[src/rtl/core/cbf_pkg.sv]
// Shared constants for the cascaded biquad filter and its checker.
package cbf_pkg;

    // Coefficient registers are signed Q4.F words.
    localparam int COEF_W     = 20;
    // Delay words of both sections.
    localparam int DELAY_W    = 40;
    // Width of the configuration register index.
    localparam int CFG_IDX_W  = 3;

    // Configuration register indexes.
    localparam logic [CFG_IDX_W-1:0] REG_A0 = 3'd0;
    localparam logic [CFG_IDX_W-1:0] REG_A1 = 3'd1;
    localparam logic [CFG_IDX_W-1:0] REG_A2 = 3'd2;
    localparam logic [CFG_IDX_W-1:0] REG_B1 = 3'd3;
    localparam logic [CFG_IDX_W-1:0] REG_B2 = 3'd4;

    typedef logic signed [COEF_W-1:0]  coef_t;
    typedef logic signed [DELAY_W-1:0] delay_t;

endpackage

[src/rtl/core/cascaded_biquad_filter.sv]
// Two cascaded transposed direct form II biquad sections on one shared multiplier.
//
//   channel   signals                                   direction  handshake
//   input     input_sample, end_of_block                in         in_valid / in_stall
//   output    filtered_sample, end_of_block_out,        out        out_valid / out_stall
//             saturated
//   config    cfg_index, cfg_data                       in         cfg_valid / cfg_ready
//
// One sample occupies the block for eight sequencer steps per section on the
// single multiply-accumulate unit (five products, the rounding step and two delay
// writes), after it is accepted. in_stall is high while a sample is being worked on.
// A finished result waits in the output register; if it is still held when the next
// one finishes, the sequencer waits on its last step. Reset clears the coefficients
// to unity gain, all four delay words and the control state.
module cascaded_biquad_filter
    import cbf_pkg::*;
#(
    parameter int SAMPLE_BITS    = 24,
    parameter int COEF_FRAC_BITS = 16
)
(
    input  logic                          clk,
    input  logic                          rst_n,
    // Sample input
    input  logic                          in_valid,
    output logic                          in_stall,
    input  logic signed [SAMPLE_BITS-1:0] input_sample,
    input  logic                          end_of_block,
    // Result output
    output logic                          out_valid,
    input  logic                          out_stall,
    output logic signed [SAMPLE_BITS-1:0] filtered_sample,
    output logic                          end_of_block_out,
    output logic                          saturated,
    // Coefficient writes
    input  logic                          cfg_valid,
    output logic                          cfg_ready,
    input  logic [CFG_IDX_W-1:0]          cfg_index,
    input  logic [COEF_W-1:0]             cfg_data
);

    localparam int PROD_W = SAMPLE_BITS + COEF_W;
    localparam int WIDE_W = (PROD_W > DELAY_W) ? PROD_W : DELAY_W;
    localparam int ACC_W  = WIDE_W + 2;

    localparam logic signed [ACC_W-1:0] RND_HALF = ACC_W'(1) <<< (COEF_FRAC_BITS - 1);
    localparam logic signed [ACC_W-1:0] SMP_MAX  = (ACC_W'(1) <<< (SAMPLE_BITS - 1)) - 1;
    localparam logic signed [ACC_W-1:0] SMP_MIN  = -SMP_MAX - 1;
    localparam logic signed [ACC_W-1:0] DLY_MAX  = (ACC_W'(1) <<< (DELAY_W - 1)) - 1;
    localparam logic signed [ACC_W-1:0] DLY_MIN  = -DLY_MAX - 1;
    localparam logic [COEF_W-1:0]       A0_RESET = COEF_W'(1) << COEF_FRAC_BITS;

    // Sequencer state.
    localparam logic ST_IDLE = 1'b0;
    localparam logic ST_RUN  = 1'b1;

    // Steps within one section.
    localparam logic [2:0] PH_ISSUE_A0 = 3'd0;
    localparam logic [2:0] PH_ACC_D0   = 3'd1;
    localparam logic [2:0] PH_ROUND    = 3'd2;
    localparam logic [2:0] PH_ISSUE_B1 = 3'd3;
    localparam logic [2:0] PH_SUB_B1   = 3'd4;
    localparam logic [2:0] PH_WR_D0    = 3'd5;
    localparam logic [2:0] PH_SUB_B2   = 3'd6;
    localparam logic [2:0] PH_WR_D1    = 3'd7;

    localparam logic [3:0] STEP_LAST = 4'd15;

    logic                          state_reg;
    logic [3:0]                    step_reg;
    logic                          sec;
    logic [2:0]                    phase;

    coef_t                         a0_reg, a1_reg, a2_reg, b1_reg, b2_reg;
    delay_t                        s1d0_reg, s1d1_reg, s2d0_reg, s2d1_reg;

    logic signed [SAMPLE_BITS-1:0] x_reg;
    logic signed [SAMPLE_BITS-1:0] y_reg;
    logic                          eob_reg;
    logic                          sat_reg;
    logic signed [PROD_W-1:0]      prod_reg;
    logic signed [ACC_W-1:0]       acc_reg;

    logic                          out_valid_reg;
    logic signed [SAMPLE_BITS-1:0] filtered_reg;
    logic                          eob_out_reg;
    logic                          sat_out_reg;

    logic                          accept;
    logic                          out_free;
    logic                          last_step;
    logic                          finish;
    logic                          advance;

    coef_t                         mul_coef;
    logic signed [SAMPLE_BITS-1:0] mul_opnd;
    logic signed [PROD_W-1:0]      mul_result;
    delay_t                        d0_sel;
    delay_t                        d1_sel;
    logic signed [ACC_W-1:0]       rnd_sum;
    logic signed [ACC_W-1:0]       rnd_val;
    logic                          y_clip;
    logic signed [SAMPLE_BITS-1:0] y_sat;
    logic                          d_clip;
    delay_t                        d_sat;

    assign sec   = step_reg[3];
    assign phase = step_reg[2:0];

    // Handshake decode.
    assign accept    = in_valid && !in_stall;
    assign out_free  = !out_valid_reg || !out_stall;
    assign last_step = (state_reg == ST_RUN) && (step_reg == STEP_LAST);
    assign finish    = last_step && out_free;
    assign advance   = (state_reg == ST_RUN) && !(last_step && !out_free);

    assign in_stall         = (state_reg == ST_RUN);
    assign cfg_ready        = 1'b1;
    assign out_valid        = out_valid_reg;
    assign filtered_sample  = filtered_reg;
    assign end_of_block_out = eob_out_reg;
    assign saturated        = sat_out_reg;

    // Operand selection for the shared multiplier.
    always_comb
    begin
        mul_coef = a0_reg;
        mul_opnd = x_reg;
        case (phase)
            PH_ISSUE_A0:
            begin
                mul_coef = a0_reg;
                mul_opnd = x_reg;
            end
            PH_ACC_D0:
            begin
                mul_coef = a1_reg;
            end
            PH_ISSUE_B1:
            begin
                mul_coef = b1_reg;
                mul_opnd = y_reg;
            end
            PH_SUB_B1:
            begin
                mul_coef = a2_reg;
            end
            PH_WR_D0:
            begin
                mul_coef = b2_reg;
                mul_opnd = y_reg;
            end
            default:
            begin
                mul_coef = a0_reg;
                mul_opnd = x_reg;
            end
        endcase
    end

    assign mul_result = PROD_W'(mul_coef) * PROD_W'(mul_opnd);

    // Delay words of the section in progress.
    assign d0_sel = sec ? s2d0_reg : s1d0_reg;
    assign d1_sel = sec ? s2d1_reg : s1d1_reg;

    // Round half up, then clip to the sample range.
    always_comb
    begin
        rnd_sum = acc_reg + RND_HALF;
        rnd_val = rnd_sum >>> COEF_FRAC_BITS;
        y_clip  = (rnd_val > SMP_MAX) || (rnd_val < SMP_MIN);
        if (rnd_val > SMP_MAX)
        begin
            y_sat = SMP_MAX[SAMPLE_BITS-1:0];
        end
        else if (rnd_val < SMP_MIN)
        begin
            y_sat = SMP_MIN[SAMPLE_BITS-1:0];
        end
        else
        begin
            y_sat = rnd_val[SAMPLE_BITS-1:0];
        end
    end

    // Clip the accumulator to the delay word range.
    always_comb
    begin
        d_clip = (acc_reg > DLY_MAX) || (acc_reg < DLY_MIN);
        if (acc_reg > DLY_MAX)
        begin
            d_sat = DLY_MAX[DELAY_W-1:0];
        end
        else if (acc_reg < DLY_MIN)
        begin
            d_sat = DLY_MIN[DELAY_W-1:0];
        end
        else
        begin
            d_sat = acc_reg[DELAY_W-1:0];
        end
    end

    // Sequencer and output valid.
    always_ff @(posedge clk or negedge rst_n)
    begin
        if (!rst_n)
        begin
            state_reg     <= ST_IDLE;
            step_reg      <= '0;
            out_valid_reg <= 1'b0;
        end
        else
        begin
            unique case (state_reg)
                ST_IDLE:
                begin
                    if (accept)
                    begin
                        state_reg <= ST_RUN;
                        step_reg  <= '0;
                    end
                end
                ST_RUN:
                begin
                    if (finish)
                    begin
                        state_reg <= ST_IDLE;
                    end
                    else if (advance)
                    begin
                        step_reg <= step_reg + 4'd1;
                    end
                end
                default:
                begin
                    state_reg <= ST_IDLE;
                end
            endcase

            if (finish)
            begin
                out_valid_reg <= 1'b1;
            end
            else if (!out_stall)
            begin
                out_valid_reg <= 1'b0;
            end
        end
    end

    // Coefficient registers.
    always_ff @(posedge clk or negedge rst_n)
    begin
        if (!rst_n)
        begin
            a0_reg <= A0_RESET;
            a1_reg <= '0;
            a2_reg <= '0;
            b1_reg <= '0;
            b2_reg <= '0;
        end
        else if (cfg_valid && cfg_ready)
        begin
            unique case (cfg_index)
                REG_A0:  a0_reg <= cfg_data;
                REG_A1:  a1_reg <= cfg_data;
                REG_A2:  a2_reg <= cfg_data;
                REG_B1:  b1_reg <= cfg_data;
                REG_B2:  b2_reg <= cfg_data;
                default: ;
            endcase
        end
    end

    // Delay words; written when the sequencer writes back a section.
    always_ff @(posedge clk or negedge rst_n)
    begin
        if (!rst_n)
        begin
            s1d0_reg <= '0;
            s1d1_reg <= '0;
            s2d0_reg <= '0;
            s2d1_reg <= '0;
        end
        else if (state_reg == ST_RUN)
        begin
            if (phase == PH_WR_D0)
            begin
                if (sec)
                begin
                    s2d0_reg <= d_sat;
                end
                else
                begin
                    s1d0_reg <= d_sat;
                end
            end
            else if (phase == PH_WR_D1)
            begin
                if (sec)
                begin
                    s2d1_reg <= d_sat;
                end
                else
                begin
                    s1d1_reg <= d_sat;
                end
            end
        end
    end

    // Multiply-accumulate datapath.
    always_ff @(posedge clk)
    begin
        prod_reg <= mul_result;
        if (accept)
        begin
            x_reg   <= input_sample;
            eob_reg <= end_of_block;
            sat_reg <= 1'b0;
        end
        else if (state_reg == ST_RUN)
        begin
            case (phase)
                PH_ACC_D0:
                begin
                    acc_reg <= ACC_W'(d0_sel) + ACC_W'(prod_reg);
                end
                PH_ROUND:
                begin
                    y_reg   <= y_sat;
                    sat_reg <= sat_reg | y_clip;
                    acc_reg <= ACC_W'(d1_sel) + ACC_W'(prod_reg);
                end
                PH_SUB_B1:
                begin
                    acc_reg <= acc_reg - ACC_W'(prod_reg);
                end
                PH_WR_D0:
                begin
                    sat_reg <= sat_reg | d_clip;
                    acc_reg <= ACC_W'(prod_reg);
                end
                PH_SUB_B2:
                begin
                    acc_reg <= acc_reg - ACC_W'(prod_reg);
                end
                PH_WR_D1:
                begin
                    // The first section's result feeds the second section.
                    if (!sec)
                    begin
                        x_reg   <= y_reg;
                        sat_reg <= sat_reg | d_clip;
                    end
                end
                default:
                begin
                end
            endcase
        end
    end

    // Output register, loaded when the second section completes.
    always_ff @(posedge clk)
    begin
        if (finish)
        begin
            filtered_reg <= y_reg;
            eob_out_reg  <= eob_reg;
            sat_out_reg  <= sat_reg | d_clip;
        end
    end

endmodule

[config.mk]
export PLATFORM = sky130hd
export DESIGN_NAME = cascaded_biquad_filter
export DESIGN_NICKNAME = d
export VERILOG_FILES = /design/src/rtl/core/cbf_pkg.sv /design/src/rtl/core/cascaded_biquad_filter.sv
export SDC_FILE = /design/constraint.sdc
export NUM_CORES = 2
export LEC_CHECK = 0
export ABC_AREA = 1
export BUFFER_PORTS_ARGS = -buffer_cell sky130_fd_sc_hd__buf_2
export CAP_MARGIN = 40
export CORE_ASPECT_RATIO = 1.4
export CORE_MARGIN = 8
export CORE_UTILIZATION = 45
export DETAILED_ROUTE_END_ITERATION = 10
export GPL_ROUTABILITY_DRIVEN = 0
export PLACE_DENSITY = 0.63
export SLEW_MARGIN = 20
export SYNTH_ARGS = -nofsm -noshare
export SYNTH_HDL_FRONTEND = slang
export SYNTH_SLANG_ARGS = --single-unit
[constraint.sdc]
create_clock -name clk -period 9.47 [get_ports clk]
set_input_delay 1.4205 -clock clk [delete_from_list [all_inputs] [get_ports clk]]
set_output_delay 1.4205 -clock clk [all_outputs]
set_load 0.01 [all_outputs]
==> qor.json <==
{
  "crit_path_max_fanout": {"value": 16},
  "clock.fmax": {"value": 108.9, "unit": "MHz"},
  "path_common_cell": {"value": "sky130_fd_sc_hd__fa_1"},
  "critPathSlowestCell": {"value": "sky130_fd_sc_hd__o21ai_2"},
  "syn_inst": {"value": 6381},
  "grt_start_max_net_pins": {"value": 81},
  "slew_headroom": {"value": 37.38, "unit": "%"},
  "place.detailed.hpwl": {"value": 142100, "unit": "um"},
  "seq_area_frac_synth": {"value": 23.78, "unit": "%"},
  "layout_commonest_cell": {"value": "sky130_fd_sc_hd__nand2_1"},
  "wire_length_of_the_first_global_routing_pass": {"value": 264200, "unit": "um"},
  "r2r-end": {"value": "prod_reg[34]"},
  "final_report_setup_violation_count": {"value": 0},
  "postSynthNetCount": {"value": 7184},
  "critical_path.top_delay_family": {"value": "adder cells"},
  "fp.dieW": {"value": 289.3, "unit": "um"},
  "htree_num_levels": {"value": 2},
  "tritoncts": {"value": "done"},
  "grt_remaining_overflow": {"value": 0},
  "drc_errors": {"value": 0},
  "drv_slew": {"value": 0},
  "via_count_of_the_first_global_routing_pass": {"value": 44470},
  "postSynthAreaPerCell": {"value": 7.376, "unit": "um^2"},
  "dieHeight": {"value": 398.7, "unit": "um"},
  "setup.worst_path.end_class": {"value": "flip-flop"},
  "finalClockSkew": {"value": 23.70, "unit": "ps"},
  "start_point_of_the_worst_min_delay_path": {"value": "eob_reg"},
  "final_stage_net_count": {"value": 7208},
  "wire_per_inst": {"value": 22.56, "unit": "um"},
  "core_area": {"value": 103900, "unit": "um^2"},
  "antenna_left": {"value": 0},
  "num_vias": {"value": 43710},
  "postSynth.topFlopCell": {"value": "sky130_fd_sc_hd__dfrtp_1"},
  "portBuffers": {"value": 80},
  "met1_usage": {"value": 33.22, "unit": "%"},
  "final.period_utilization": {"value": 97.00, "unit": "%"},
  "final_layout_size_suffix_gt1_share": {"value": 5.634, "unit": "%"},
  "clk_transition_reported_paths": {"value": 70, "unit": "ps"},
  "hold_violations": {"value": 0},
  "clock_sinks": {"value": 432},
  "worstSetupPathType": {"value": "flip-flop to flip-flop"},
  "setup.worst_path.start_class": {"value": "flip-flop"},
  "grtUsageTotal": {"value": 30.42, "unit": "%"},
  "cts_root_buf": {"value": "sky130_fd_sc_hd__clkbuf_16"},
  "gr-max-usage-layer": {"value": "met2"},
  "grt_antenna_before_repair": {"value": 1},
  "synth_cell_type_count": {"value": 63},
  "fin_tns_setup": {"value": 0, "unit": "ps"},
  "clkLatencyLatePin": {"value": 630, "unit": "ps"},
  "gr-usage-met3": {"value": 4.918, "unit": "%"},
  "tightest_pin_transition": {"value": 929.5, "unit": "ps"},
  "met2_usage": {"value": 52.05, "unit": "%"},
  "critical_path_required": {"value": 10030, "unit": "ps"},
  "regToRegSetupSlack": {"value": 280, "unit": "ps"},
  "synth_warnings": {"value": 0},
  "flip_flop_count_of_the_largest_register_all_copies_and_words_added": {"value": 46},
  "cts_buffer_depth": {"value": 3},
  "outcome": {"value": "finished, final reports clean"},
  "synth.ff_latch_count": {"value": 432},
  "syn-cell-area": {"value": 47070, "unit": "um^2"},
  "start_util": {"value": 45.31, "unit": "%"},
  "num_io_pins": {"value": 82},
  "wirelength": {"value": 175800, "unit": "um"},
  "number_of_cell_rows": {"value": 140},
  "max_cap_violations": {"value": 0},
  "postLayoutCoreUtil": {"value": 48.75, "unit": "%"},
  "hold_class": {"value": "flip-flop to flip-flop"},
  "drt_pre_antenna_iters": {"value": 8},
  "syn_to_final_growth": {"value": 7.584, "unit": "%"},
  "crit_arrival": {"value": 9740, "unit": "ps"},
  "holdBufCountCts": {"value": 0},
  "final_cell_mix": {"value": "sky130_fd_sc_hd__nand2_1, sky130_fd_sc_hd__inv_1, sky130_fd_sc_hd__nor2_1"},
  "regToRegStartpoint": {"value": "step_reg[1]"},
  "crit_start": {"value": "step_reg[1]"},
  "die-area": {"value": 115300, "unit": "um^2"},
  "vias_per_cell": {"value": 5.608},
  "grt_setup_unrepaired": {"value": "no"},
  "synth_edf_count": {"value": 121},
  "detail_route.iter0.violations": {"value": 3478},
  "timing.critical_path.depth": {"value": 28},
  "timing.critical_path.to": {"value": "prod_reg[34]"},
  "synth-async-reset-ratio": {"value": 61.57, "unit": "%"},
  "critPathMaxStageDelay": {"value": 620, "unit": "ps"},
  "reg2regPathDepth": {"value": 28},
  "cts_buffers": {"value": 46},
  "critical_path_buf_inv_count": {"value": 8},
  "post-route-min-period": {"value": 9186, "unit": "ps"}
}
==> synthesized netlist by cell type, types with 14 or more instances <==
cell	instances	area (um^2)
sky130_fd_sc_hd__nand3_1	248	1241
sky130_fd_sc_hd__nor3_1	38	190.2
sky130_fd_sc_hd__o211ai_1	14	105.1
sky130_fd_sc_hd__nand4_1	71	444.2
sky130_fd_sc_hd__inv_2	25	93.84
sky130_fd_sc_hd__a31oi_1	21	131.4
sky130_fd_sc_hd__clkbuf_1	110	412.9
sky130_fd_sc_hd__a21o_1	15	112.6
sky130_fd_sc_hd__o21ai_0	599	2998
sky130_fd_sc_hd__ha_1	255	3191
sky130_fd_sc_hd__a21oi_1	314	1572
sky130_fd_sc_hd__nor4_1	14	87.58
sky130_fd_sc_hd__nand3b_1	17	127.6
sky130_fd_sc_hd__or2_2	16	100.1
sky130_fd_sc_hd__buf_6	15	168.9
sky130_fd_sc_hd__fa_1	495	9910
sky130_fd_sc_hd__edfxtp_1	121	3633
sky130_fd_sc_hd__o21ai_2	25	219.0
sky130_fd_sc_hd__nand2_1	1572	5901
sky130_fd_sc_hd__inv_1	1191	4471
sky130_fd_sc_hd__xnor2_1	30	262.8
sky130_fd_sc_hd__xor2_1	45	394.1
sky130_fd_sc_hd__dfrtp_1	265	6631
sky130_fd_sc_hd__nor2_1	631	2369
sky130_fd_sc_hd__dfxtp_1	45	900.9
sky130_fd_sc_hd__buf_2	40	200.2
sky130_fd_sc_hd__o21bai_1	25	187.7
==> worst min path at each step <==
stage,to,slack [ps],cells after the start
floorplan,end_of_block_out,400,0
CTS,end_of_block_out,430,0
global placement,end_of_block_out,400,0
global route,end_of_block_out,450,0
finish,end_of_block_out,430,0
detailed placement,end_of_block_out,410,0
==> per-layer routing <==
metal	share of wire [%]	up-vias	routed length (um)
li1	-	19990	-
met1	34	20820	60470
met2	48	2153	84530
met3	7.6	746	13330
met4	9.9	2	17490
met5	0.0074	-	13
==> cells by family after synthesis <==
| kind of cell | Yosys count | share of synthesized area (%) |
|---|---|---|
| other | 1 | 0.007967 |
| DFF | 432 | 23.78 |
| AOI/OAI and AO/OA | 1065 | 12.29 |
| adders and majority gates | 750 | 27.83 |
| xor gates and xnor gates | 75 | 1.396 |
| buffers and inverters | 1404 | 11.67 |
| and+or+nand+nor | 2654 | 23.02 |
==> metrics by stage <==
stage / hold slack, ps / worst slack (ps) / std cells / area, um^2
3_5_place_dp: 414.4 / 220.5 / 7697 / 48970
4_1_cts: 430.6 / 209.2 / 7783 / 50490
5_1_grt: 448.7 / 20.33 / 7792 / 50630
6_report: 431.0 / 283.8 / 7793 / 50640
2_1_floorplan: 400.3 / 1772 / 6381 / 47070
3_3_place_gp: 403.2 / 344.0 / 7692 / 48870
==> worst reg2reg max path: cells and delay by family, from the launching register on <==
family	cells	cell delay [ps]
adders and majority gates	9	4220
AOI/OAI and AO/OA	6	2000
buffers and inverters	8	1160
and+or+nand+nor	4	1160
DFF	1	480
xor gates and xnor gates	1	140
==> cell type report <==
type                    count  area (um^2)
flip-flops and latches    432        11190
well taps                1349         1688
multi-input cells        4545        30510
diodes                      1        2.502
repair buffers            159         1132
inverters                1221         4583
clock buffers              58         1269
fillers                 10320        53240
clock inverters            28        256.5
==> repair_timing <==
action | 4_1_cts | 5_1_grt
buffers inserted | 0 | 0
endpoints found under the setup margin | 0 | 2
resized for setup | 0 | 1
Power is not shown: default switching activity piles up to over one toggle a cycle in this logic, so the estimate is an artifact.
